`config.mk`:
```
export PLATFORM = sky130hd
export DESIGN_NAME = imu_sample_frame_builder_core
export DESIGN_NICKNAME = d
export VERILOG_FILES = /design/src/hdl/isfb_pkg.sv /design/src/hdl/isfb_front.sv /design/src/hdl/isfb_queue.sv /design/src/hdl/isfb_back.sv /design/src/hdl/imu_sample_frame_builder_core.sv
export VERILOG_INCLUDE_DIRS = /design/src /design/src/hdl
export SDC_FILE = /design/constraint.sdc
export NUM_CORES = 1
export LEC_CHECK = 0
export BUFFER_PORTS_ARGS = -buffer_cell sky130_fd_sc_hd__buf_4
export CORE_ASPECT_RATIO = 0.5
export CORE_MARGIN = 1.5
export CORE_UTILIZATION = 51
export DETAILED_ROUTE_END_ITERATION = 12
export PLACE_DENSITY_LB_ADDON = 0.05
export SLEW_MARGIN = 20
export SYNTH_ARGS = -nofsm -noshare
export SYNTH_HDL_FRONTEND = slang
export SYNTH_SLANG_ARGS = --single-unit
```
`constraint.sdc`:
```
create_clock -name aclk -period 8.6 [get_ports aclk]
set_input_delay 0.86 -clock aclk [delete_from_list [all_inputs] [get_ports aclk]]
set_output_delay 0.86 -clock aclk [all_outputs]
set_load 0.005 [all_outputs]
```
`src/hdl/assert_macros.svh`:
```
// ----------------------------------------------------------------------------
// assert_macros.svh
// Clocked assertion shorthands for the frame builder RTL.
// ----------------------------------------------------------------------------
`ifndef ASSERT_MACROS_SVH
`define ASSERT_MACROS_SVH

// Same-cycle implication, disabled during reset.
`define ISFB_ASSERT_IMP(label, ante, cons, msg) \
    label: assert property (@(posedge aclk) disable iff (!aresetn) (ante) |-> (cons)) \
        else $error(msg);

// Next-cycle implication, disabled during reset.
`define ISFB_ASSERT_NXT(label, ante, cons, msg) \
    label: assert property (@(posedge aclk) disable iff (!aresetn) (ante) |=> (cons)) \
        else $error(msg);

`endif

```
`src/hdl/isfb_pkg.sv`:
```
// ----------------------------------------------------------------------------
// isfb_pkg
// Shared types, constants and the gyro debias function of the frame builder.
// ----------------------------------------------------------------------------
package isfb_pkg;

    localparam int unsigned SENSOR_SLOTS   = 3;
    localparam int unsigned BIAS_FRAC_BITS = 4;
    localparam int unsigned BIAS_FIELD_W   = 20;
    localparam int unsigned BIAS_REGS      = 3;
    localparam int unsigned CFG_DATA_W     = 60;
    localparam int unsigned CFG_IDX_W      = 2;

    localparam logic [7:0] SYNC0      = 8'hAA;
    localparam logic [7:0] SYNC1      = 8'h55;
    localparam logic [7:0] FRAME_TYPE = 8'h01;

    localparam int unsigned HDR_FIXED_BYTES = 4 + 4;
    localparam int unsigned SENSOR_BYTES    = 6 * 2;
    localparam int unsigned HDR_BYTES       = 12;
    localparam int unsigned BODY_BYTES      = HDR_BYTES + SENSOR_BYTES;
    localparam int unsigned CKSUM_IDX       = BODY_BYTES;
    localparam int unsigned BYTE_IDX_W      = $clog2(CKSUM_IDX + 1);

    localparam int unsigned QUEUE_DEPTH = 2;

    // Debias datapath width: room for raw << frac, the bias, and a sign bit.
    localparam int unsigned DIFF_W =
        ((16 + BIAS_FRAC_BITS > BIAS_FIELD_W) ? 16 + BIAS_FRAC_BITS : BIAS_FIELD_W) + 1;
    localparam int unsigned ROUND_HALF = (BIAS_FRAC_BITS > 0) ? (1 << (BIAS_FRAC_BITS - 1)) : 0;

    typedef enum logic [CFG_IDX_W-1:0] {
        CFG_NUM_SENSORS = 2'd0,
        CFG_GYRO_BIAS0  = 2'd1,
        CFG_GYRO_BIAS1  = 2'd2,
        CFG_GYRO_BIAS2  = 2'd3
    } cfg_reg_t;

    typedef struct packed {
        logic [31:0]        elapsed_us;
        logic signed [15:0] accel_x;
        logic signed [15:0] accel_y;
        logic signed [15:0] accel_z;
        logic signed [15:0] rate_x;
        logic signed [15:0] rate_y;
        logic signed [15:0] rate_z;
        logic               read_ok;
    } in_beat_t;

    typedef struct packed {
        logic [7:0] frame_byte;
        logic       item_done;
        logic       frame_end;
    } out_beat_t;

    typedef struct packed {
        logic [1:0]                              num_sensors;
        logic [BIAS_REGS-1:0][CFG_DATA_W-1:0]    gyro_bias;
    } cfg_t;

    // One classified reading, ready for serialization.
    typedef struct packed {
        logic              hdr_open;
        logic              frame_close;
        logic [7:0]        size_byte;
        logic [31:0]       elapsed_us;
        logic [31:0]       sample_count;
        logic [5:0][15:0]  words;   // accel x,y,z then gyro x,y,z
    } job_t;

    // raw - bias (Q.frac), rounded half away from zero, saturated to int16.
    function automatic logic [15:0] debias(input logic signed [15:0] raw,
                                           input logic signed [BIAS_FIELD_W-1:0] bias);
        logic signed [DIFF_W-1:0] diff;
        logic [DIFF_W-1:0]        mag;
        logic [DIFF_W-1:0]        q_mag;
        logic                     neg;
        logic [15:0]              res;
        diff  = (DIFF_W'(raw) <<< BIAS_FRAC_BITS) - DIFF_W'(bias);
        neg   = diff[DIFF_W-1];
        mag   = neg ? DIFF_W'(-diff) : DIFF_W'(diff);
        q_mag = (mag + DIFF_W'(ROUND_HALF)) >> BIAS_FRAC_BITS;
        if (!neg) begin
            res = (q_mag > DIFF_W'(32767)) ? 16'h7FFF : q_mag[15:0];
        end else begin
            res = (q_mag > DIFF_W'(32768)) ? 16'h8000 : 16'(-q_mag);
        end
        return res;
    endfunction

endpackage

```
`src/hdl/isfb_front.sv`:
```
// ----------------------------------------------------------------------------
// isfb_front
// Accepts sensor readings, tracks sample position and counter, applies gyro
// debias and pushes one job per reading into the queue.
// ----------------------------------------------------------------------------
module isfb_front (
    input  logic              aclk,
    input  logic              aresetn,
    input  logic              s_valid,
    output logic              s_ready,
    input  isfb_pkg::in_beat_t s_data,
    input  isfb_pkg::cfg_t    cfg,
    input  logic              q_full,
    output logic              q_push,
    output isfb_pkg::job_t    q_job
);

    logic [1:0]  pos_reg, pos_next;
    logic [31:0] counter_reg, counter_next;
    logic [1:0]  count_eff;
    logic [1:0]  bias_sel;
    logic [isfb_pkg::CFG_DATA_W-1:0] bias_word;
    logic        hdr_open;
    logic        frame_close;

    assign s_ready = !q_full;
    assign q_push  = s_valid && s_ready;

    always_comb begin
        // zero acts as one, above the slot count clamps to it
        if (cfg.num_sensors == 2'd0) begin
            count_eff = 2'd1;
        end else if (32'(cfg.num_sensors) > isfb_pkg::SENSOR_SLOTS) begin
            count_eff = 2'(isfb_pkg::SENSOR_SLOTS);
        end else begin
            count_eff = cfg.num_sensors;
        end
        hdr_open    = (pos_reg == 2'd0);
        frame_close = ({1'b0, pos_reg} + 3'd1) >= {1'b0, count_eff};
        bias_sel    = (pos_reg == 2'd3) ? 2'd2 : pos_reg;
        bias_word   = cfg.gyro_bias[bias_sel];
    end

    always_comb begin
        q_job.hdr_open     = hdr_open;
        q_job.frame_close  = frame_close;
        q_job.size_byte    = 8'(isfb_pkg::HDR_FIXED_BYTES) + 8'(count_eff) * 8'(isfb_pkg::SENSOR_BYTES);
        q_job.elapsed_us   = s_data.elapsed_us;
        q_job.sample_count = counter_reg;
        if (s_data.read_ok) begin
            q_job.words[0] = s_data.accel_x;
            q_job.words[1] = s_data.accel_y;
            q_job.words[2] = s_data.accel_z;
            q_job.words[3] = isfb_pkg::debias(s_data.rate_x, bias_word[19:0]);
            q_job.words[4] = isfb_pkg::debias(s_data.rate_y, bias_word[39:20]);
            q_job.words[5] = isfb_pkg::debias(s_data.rate_z, bias_word[59:40]);
        end else begin
            q_job.words = '0;
        end
    end

    always_comb begin
        pos_next     = pos_reg;
        counter_next = counter_reg;
        if (q_push) begin
            pos_next = frame_close ? 2'd0 : pos_reg + 2'd1;
            if (hdr_open) begin
                counter_next = counter_reg + 32'd1;
            end
        end
    end

    always_ff @(posedge aclk) begin
        if (!aresetn) begin
            pos_reg     <= 2'd0;
            counter_reg <= 32'd0;
        end else begin
            pos_reg     <= pos_next;
            counter_reg <= counter_next;
        end
    end

endmodule

```
`src/hdl/isfb_queue.sv`:
```
// ----------------------------------------------------------------------------
// isfb_queue
// Short job queue between the front and the byte serializer.
// ----------------------------------------------------------------------------
module isfb_queue (
    input  logic           aclk,
    input  logic           aresetn,
    input  logic           push,
    input  isfb_pkg::job_t push_job,
    output logic           full,
    input  logic           pop,
    output logic           head_valid,
    output isfb_pkg::job_t head_job
);

    localparam int unsigned PTR_W = (isfb_pkg::QUEUE_DEPTH > 1) ? $clog2(isfb_pkg::QUEUE_DEPTH) : 1;
    localparam int unsigned CNT_W = $clog2(isfb_pkg::QUEUE_DEPTH + 1);
    localparam logic [PTR_W-1:0] LAST_PTR = PTR_W'(isfb_pkg::QUEUE_DEPTH - 1);

    isfb_pkg::job_t entries_reg [isfb_pkg::QUEUE_DEPTH];
    logic [PTR_W-1:0] wr_ptr_reg, wr_ptr_next;
    logic [PTR_W-1:0] rd_ptr_reg, rd_ptr_next;
    logic [CNT_W-1:0] count_reg, count_next;

    assign full       = (count_reg == CNT_W'(isfb_pkg::QUEUE_DEPTH));
    assign head_valid = (count_reg != '0);
    assign head_job   = entries_reg[rd_ptr_reg];

    always_comb begin
        wr_ptr_next = wr_ptr_reg;
        rd_ptr_next = rd_ptr_reg;
        count_next  = count_reg;
        if (push) begin
            wr_ptr_next = (wr_ptr_reg == LAST_PTR) ? '0 : wr_ptr_reg + PTR_W'(1);
        end
        if (pop) begin
            rd_ptr_next = (rd_ptr_reg == LAST_PTR) ? '0 : rd_ptr_reg + PTR_W'(1);
        end
        if (push && !pop) begin
            count_next = count_reg + CNT_W'(1);
        end else if (pop && !push) begin
            count_next = count_reg - CNT_W'(1);
        end
    end

    always_ff @(posedge aclk) begin
        if (push) begin
            entries_reg[wr_ptr_reg] <= push_job;
        end
    end

    always_ff @(posedge aclk) begin
        if (!aresetn) begin
            wr_ptr_reg <= '0;
            rd_ptr_reg <= '0;
            count_reg  <= '0;
        end else begin
            wr_ptr_reg <= wr_ptr_next;
            rd_ptr_reg <= rd_ptr_next;
            count_reg  <= count_next;
        end
    end

endmodule

```
`src/hdl/isfb_back.sv`:
```
// ----------------------------------------------------------------------------
// isfb_back
// Byte serializer: walks each queued job byte by byte into the output
// register, keeps the running XOR and appends the checksum.
// ----------------------------------------------------------------------------
`include "assert_macros.svh"

module isfb_back (
    input  logic               aclk,
    input  logic               aresetn,
    input  logic               head_valid,
    input  isfb_pkg::job_t     head_job,
    output logic               pop,
    output logic               m_valid,
    input  logic               m_ready,
    output isfb_pkg::out_beat_t m_data
);

    localparam int unsigned IW = isfb_pkg::BYTE_IDX_W;

    logic [IW-1:0] idx_reg, idx_next;
    logic          started_reg, started_next;
    logic [7:0]    xor_reg, xor_next;
    logic          m_valid_reg, m_valid_next;
    isfb_pkg::out_beat_t m_data_reg, m_data_next;

    logic [IW-1:0] idx_cur;
    logic [IW-1:0] idx_last;
    logic          issue;
    logic          last;
    logic          is_cksum;
    logic [7:0]    cur_byte;
    logic [isfb_pkg::BODY_BYTES-1:0][7:0] body;

    assign m_valid = m_valid_reg;
    assign m_data  = m_data_reg;

    always_comb begin
        // little-endian layout: sync, type, size, elapsed, counter, six words
        body = {head_job.words, head_job.sample_count, head_job.elapsed_us,
                head_job.size_byte, isfb_pkg::FRAME_TYPE, isfb_pkg::SYNC1, isfb_pkg::SYNC0};
        if (started_reg) begin
            idx_cur = idx_reg;
        end else begin
            idx_cur = head_job.hdr_open ? '0 : IW'(isfb_pkg::HDR_BYTES);
        end
        idx_last = head_job.frame_close ? IW'(isfb_pkg::CKSUM_IDX) : IW'(isfb_pkg::CKSUM_IDX - 1);
        is_cksum = (idx_cur == IW'(isfb_pkg::CKSUM_IDX));
        cur_byte = is_cksum ? xor_reg : body[idx_cur];
        last     = (idx_cur == idx_last);
        issue    = head_valid && (!m_valid_reg || m_ready);
        pop      = issue && last;
    end

    always_comb begin
        idx_next     = idx_reg;
        started_next = started_reg;
        xor_next     = xor_reg;
        m_valid_next = m_valid_reg && !m_ready;
        m_data_next  = m_data_reg;
        if (issue) begin
            m_valid_next           = 1'b1;
            m_data_next.frame_byte = cur_byte;
            m_data_next.item_done  = last;
            m_data_next.frame_end  = is_cksum;
            xor_next = (idx_cur == '0) ? cur_byte : (xor_reg ^ cur_byte);
            if (last) begin
                started_next = 1'b0;
            end else begin
                started_next = 1'b1;
                idx_next     = idx_cur + IW'(1);
            end
        end
    end

    always_ff @(posedge aclk) begin
        if (!aresetn) begin
            idx_reg     <= '0;
            started_reg <= 1'b0;
            xor_reg     <= 8'd0;
            m_valid_reg <= 1'b0;
        end else begin
            idx_reg     <= idx_next;
            started_reg <= started_next;
            xor_reg     <= xor_next;
            m_valid_reg <= m_valid_next;
        end
    end

    always_ff @(posedge aclk) begin
        m_data_reg <= m_data_next;
    end

    `ISFB_ASSERT_IMP(a_end_is_done, m_valid_reg && m_data_reg.frame_end, m_data_reg.item_done, "frame end without item done")
    `ISFB_ASSERT_NXT(a_mid_item_started, issue && !last, started_reg, "serializer lost its place mid item")
    `ISFB_ASSERT_IMP(a_pop_at_tail, pop, idx_cur == IW'(isfb_pkg::CKSUM_IDX) || idx_cur == IW'(isfb_pkg::CKSUM_IDX - 1), "job popped before its last byte")

endmodule

```
`src/hdl/imu_sample_frame_builder_core.sv`:
```
// ----------------------------------------------------------------------------
// imu_sample_frame_builder_core
// Six-axis sample frame builder: readings in, little-endian frame bytes out.
// ----------------------------------------------------------------------------
// Usage:
//   s_* channel: one beat per sensor reading, the configured number of
//     readings per sample.
//   m_* channel: one frame byte per beat; item_done marks the last byte of a
//     reading, frame_end marks the XOR checksum closing the frame.
//   cfg_* channel: register writes (count, three gyro bias words), always
//     ready; write only while no reading is in flight.
// Path: a reading is written into the job queue when accepted; its first
//   byte then goes to the serializer's output register.
// Throughput: a reading costs 12 to 25 output beats (header 12, sensor data
//   12, checksum 1), one byte per cycle from the serializer's output
//   register while m_ready is high. A two-entry job queue lets the front
//   accept the next reading while the serializer is busy.
// Reset: sample counter, sensor position and running XOR clear; count = 1,
//   biases = 0; queue and output register empty.
// Stall: m_ready held low freezes the output register; the serializer waits,
//   the queue fills, then s_ready drops.
// ----------------------------------------------------------------------------
module imu_sample_frame_builder_core (
    input  logic                                    aclk,
    input  logic                                    aresetn,
    // reading input
    input  logic                                    s_valid,
    output logic                                    s_ready,
    input  isfb_pkg::in_beat_t                      s_data,
    // frame byte output
    output logic                                    m_valid,
    input  logic                                    m_ready,
    output isfb_pkg::out_beat_t                     m_data,
    // register writes
    input  logic                                    cfg_valid,
    output logic                                    cfg_ready,
    input  logic [isfb_pkg::CFG_IDX_W-1:0]          cfg_index,
    input  logic [isfb_pkg::CFG_DATA_W-1:0]         cfg_data
);

    // configuration registers
    logic [1:0]                         count_reg, count_next;
    logic [isfb_pkg::CFG_DATA_W-1:0]    bias0_reg, bias0_next;
    logic [isfb_pkg::CFG_DATA_W-1:0]    bias1_reg, bias1_next;
    logic [isfb_pkg::CFG_DATA_W-1:0]    bias2_reg, bias2_next;
    isfb_pkg::cfg_t                     cfg;

    // front to queue to serializer
    logic            q_push;
    logic            q_full;
    isfb_pkg::job_t  q_in_job;
    logic            q_pop;
    logic            q_head_valid;
    isfb_pkg::job_t  q_head_job;

    assign cfg_ready = 1'b1;

    always_comb begin
        count_next = count_reg;
        bias0_next = bias0_reg;
        bias1_next = bias1_reg;
        bias2_next = bias2_reg;
        if (cfg_valid && cfg_ready) begin
            unique case (isfb_pkg::cfg_reg_t'(cfg_index))
                isfb_pkg::CFG_NUM_SENSORS: count_next = cfg_data[1:0];
                isfb_pkg::CFG_GYRO_BIAS0:  bias0_next = cfg_data;
                isfb_pkg::CFG_GYRO_BIAS1:  bias1_next = cfg_data;
                isfb_pkg::CFG_GYRO_BIAS2:  bias2_next = cfg_data;
            endcase
        end
    end

    always_ff @(posedge aclk) begin
        if (!aresetn) begin
            count_reg <= 2'd1;
            bias0_reg <= '0;
            bias1_reg <= '0;
            bias2_reg <= '0;
        end else begin
            count_reg <= count_next;
            bias0_reg <= bias0_next;
            bias1_reg <= bias1_next;
            bias2_reg <= bias2_next;
        end
    end

    always_comb begin
        cfg.num_sensors  = count_reg;
        cfg.gyro_bias[0] = bias0_reg;
        cfg.gyro_bias[1] = bias1_reg;
        cfg.gyro_bias[2] = bias2_reg;
    end

    // classify the reading, debias gyro, build the job
    isfb_front u_front (
        .aclk    (aclk),
        .aresetn (aresetn),
        .s_valid (s_valid),
        .s_ready (s_ready),
        .s_data  (s_data),
        .cfg     (cfg),
        .q_full  (q_full),
        .q_push  (q_push),
        .q_job   (q_in_job)
    );

    // decouples intake from serialization
    isfb_queue u_queue (
        .aclk       (aclk),
        .aresetn    (aresetn),
        .push       (q_push),
        .push_job   (q_in_job),
        .full       (q_full),
        .pop        (q_pop),
        .head_valid (q_head_valid),
        .head_job   (q_head_job)
    );

    // one byte per beat, running XOR, checksum
    isfb_back u_back (
        .aclk       (aclk),
        .aresetn    (aresetn),
        .head_valid (q_head_valid),
        .head_job   (q_head_job),
        .pop        (q_pop),
        .m_valid    (m_valid),
        .m_ready    (m_ready),
        .m_data     (m_data)
    );

endmodule
```
==> metrics.md <==
| Metric | Value |
|---|---|
| Internal | around 5.2 mW |
| Reg area | ~15,000 um^2 |
| CTS Buffer Depth | 3 |
| Flop2flop setup slack | a little under 0.7 ns |
| Sink Count | slightly below 600 |
| Largest net degree at the start of global routing | ~100 |
| Gate power share | between 20 and 30% |
| CP top delay family | compound AO/OA/AOI/OAI gates |
| Rel. slew slack | between 15 and 20% |
| Max Cap Viol | 0 |
| Die Footprint | ~69,000 um^2 |
| RSZ-0062 raised after global routing | false |
| Tightest hold margin | 0.422 ns |
| Site row count | 66 |
| Share of cells above drive strength 1 | 12.4% |
| Area grow syn2layout | 11.3% |
| Reg2reg end | u_queue.entries_reg[1][65] |
| Starting Density | between 50% and 60% |
| Tot GR Track Use | 26.5% |
| CP Buf/Inv Count | 3 |
| Reg2reg start | u_front.pos_reg[1] |
| Fmax | roughly 0.13 GHz |
| First-pass iteration count of the detailed router | 6 |
| Pwr Density | approximately 200 nW/um^2 |
| Worst-path cell chain | inv_1 -> ha_1 -> clkinv_1 -> buf_4 -> a31oi_1 -> ha_1 -> a21oi_1 -> o21ai_0 -> a22oi_1 -> o221a_2 -> nand2_1 -> xnor2_1 -> ha_1 -> and4_1 -> mux2_2 -> a221o_1 -> nor2_1 -> o2111ai_1 -> a221oi_1 -> and4_1 -> a31oi_1 -> o21a_1 -> a311oi_1 |
| Clock latency on the worst-skew pair | 0.62 ns |
| Max FFs per register | 334 |
| CP max-delay cell | o221a_2 |
| Worst Setup Start Kind | register |
| Worst R2R Path Depth | 23 |
| Max Slew Vio Count | 0 |
| Worst slew pin tran | between 1 and 1.5 ns |
| Initial DRC Count | 2,419 |
| Stages on worst setup path | 23 |
| DP HPWL | between 60,000 and 70,000 um |
| Synthesized cell area | around 34,000 um^2 |
| Outcome | finished, final reports clean |
| Multi-input logic area | about 18,000 um^2 |
| IO Port Bufs | 207 |
| Vias in the first global route | approximately 25,000 |
| Syn Area/Cell | about 9.6 um^2 |
| Nets | a little under 4,000 |
| Post-synth top cells | 601 x nand2_1, 344 x edfxtp_1, 236 x dfxtp_1, 202 x a21oi_1, 193 x a21boi_0 |
| EDFF count, synth | 344 |
| Most frequent cell after synthesis | nand2_1 |
| CTS tree | built |
| Post-DRT Antenna Nets | 0 |
| Ys Warns | 0 |
| Clock slew at reported path FFs | 0.07 ns |
| Worst Setup End Kind | register |
| Hold Vio Cnt, Final | 0 |
| Number of setup buffers added after CTS | 0 |
| Sequential Power Share | approximately 44% |
| Leak pwr | about 13 nW |
| Top cells by area, synth | edfxtp_1 30%, dfxtp_1 14%, nand2_1 6.6% |
| Largest stage delay, worst path | about 0.66 ns |
| NetSw | ~2.3 mW |
| Mapped Cells | 3,542 |
| First-pass GRT wire length | between 100,000 and 150,000 um |
| Root Buffer Master | clkbuf_16 |
| CP endpoint | u_queue.entries_reg[1][65] |
| Die span in x | between 300 and 400 um |
| Die Y | about 190 um |
| Antenna violations before repair | 1 |
| Total number of vias | around 28,000 |
| Congestion Overflow GR | 0 |
| Residual DRC | 0 |
| Peak supply drop | between 100 and 150 uV |
| Via density | around 6.1 |
| Count of final setup violators | 0 |
| CTS HTree Levels | 2 |
| Filler cells | 5,779 |
| Final period util | about nine tenths |
| Routability Congestion | between 0.9 and 1 |
| Yosys cell types | around 110 |
| Yosys top cell area share | between 30 and 40% |
| CP Class | register to register |
| Worst Clk Skew | 0.0268 ns |
| CP Launch Point | u_front.pos_reg[1] |
| Worst EP required | approximately 9 ns |
| Tot Pwr | ~7.5 mW |
| Ys flop type | edfxtp_1 |
| Clk pwr share | between 30% and 40% |
| Tmin final | around 8 ns |
| WL/cell | 20.5 um |
| I/O pin count | between 200 and 250 |
| Cell mode on critical path | ha_1 |
| Post-synth top area cell | edfxtp_1 |
| Total CTS buffers | 51 |
| Post-synth ARST share | 0% |
| Worst endpoint data arrival time | slightly above 8 ns |
| Synthesis-stage register bit count | between 500 and 600 |
| Worst Path Max Fanout | 32 |
| DRT Wirelength | about 93,000 um |
| Register area share after synthesis | between 40% and 50% |
| Worst Hold Class | primary input to register |
| Setup_tns | 0 ns |
| Ant. Diodes | 0 |
| Sw Share | 31.2% |
| Core area | 65,600 um^2 |
## logic make-up after synthesis
family / share of synthesized area [%]
compound gates: 20.0
buf+inv: 3.14
mux: 7.15
xor+xnor: 4.38
fa+ha+maj: 2.66
simple gates: 18.5
other cells: 0.0220
flops: 44.1
## placed cells by master, fill, tap and decap left out, types with 14 or more instances in the layout
cell	n
a211o_1	18
a211oi_1	27
a21boi_0	193
a21o_1	26
a21oi_1	202
a31oi_1	54
a41oi_1	14
and2_1	112
and3_1	45
and4_1	14
buf_4	243
clkbuf_16	52
dfxtp_1	235
edfxtp_1	344
ha_1	70
inv_1	58
mux2_2	14
mux2i_1	135
mux4_2	40
nand2_1	601
nand2b_1	22
nand3_1	78
nand4_1	37
nor2_1	147
nor2b_1	18
nor3_1	85
nor4_1	28
o211a_1	14
o211ai_1	47
o21ai_0	90
o221ai_1	40
o22ai_1	30
o31ai_1	19
or2_2	19
or3_1	31
xnor2_1	118
xor2_1	47
## worst min-delay path by stage
stage                                  startpoint  cells after the start                     endpoint
after detailed placement            bias1_reg[19]                      2                bias1_reg[19]
after floorplan           u_front.counter_reg[16]                      0  u_queue.entries_reg[0][112]
after global routing                   s_data[97]                      1  u_queue.entries_reg[0][128]
after global placement              bias2_reg[49]                      2                bias2_reg[49]
final                                  s_data[97]                      1  u_queue.entries_reg[0][128]
after CTS                              s_data[97]                      1  u_queue.entries_reg[0][128]
## worst register-to-register path, cell delays in order, from the launching register on
cell and delay [ns]:
dfxtp_1 0.40, inv_1 0.25, ha_1 0.42, clkinv_1 0.40, buf_4 0.32, a31oi_1 0.29
ha_1 0.38, a21oi_1 0.31, o21ai_0 0.20, a22oi_1 0.25, o221a_2 0.66, nand2_1 0.15
xnor2_1 0.20, ha_1 0.30, and4_1 0.28, mux2_2 0.35, a221o_1 0.28, nor2_1 0.30
o2111ai_1 0.25, a221oi_1 0.47, and4_1 0.30, a31oi_1 0.34, o21a_1 0.31, a311oi_1 0.31
## metal layers
| layer | vias up | wire length, um | share of wire (%) | global-route usage, % |
|---|---|---|---|---|
| met2 | 903 | 40300 | 43 | 40.1 |
| met4 | 0 | 1320 | 1.4 | 4.25 |
| met3 | 83 | 5830 | 6.2 | 3.54 |
| li1 | 13400 | - | - | - |
| met5 | - | 0 | 0 | 0 |
| met1 | 13300 | 45800 | 49 | 40.8 |
## final cells by class
class                      count  area share [%]
clock buffer                  70            3.74
clock inverter                26           0.715
inverter                      59           0.583
multi-input combinational   2696            47.6
sequential                   580            39.7
tap                          884            2.91
timing repair buffer         243            4.80
## power groups by stage
stage | clock network, mW | logic (mW) | registers [mW]
after floorplan | 0 | 1.36 | 3.33
after global placement | 0 | 1.86 | 3.33
after detailed placement | 0 | 1.89 | 3.34
after CTS | 2.38 | 1.90 | 3.28
after global routing | 2.50 | 2.10 | 3.29
final | 2.34 | 1.92 | 3.27
## stage by stage
step / std cells / area [um^2] / setup WS (ns) / util (%)
6_report: 4558 / 38000 / 0.689 / 57.9
2_1_floorplan: 3543 / 34100 / 1.01 / -
3_3_place_gp: 4460 / 36300 / 1.02 / 55.3
3_5_place_dp: 4460 / 36300 / 0.578 / 55.3
5_1_grt: 4558 / 38000 / 0.0391 / 57.9
4_1_cts: 4556 / 38000 / 0.584 / 57.9
## what timing repair did
action,4_1_cts,5_1_grt
endpoints found under the setup margin,0,30
resized for setup,0,1
hold buffers,0,0
Power figures use the tool's default switching activity.
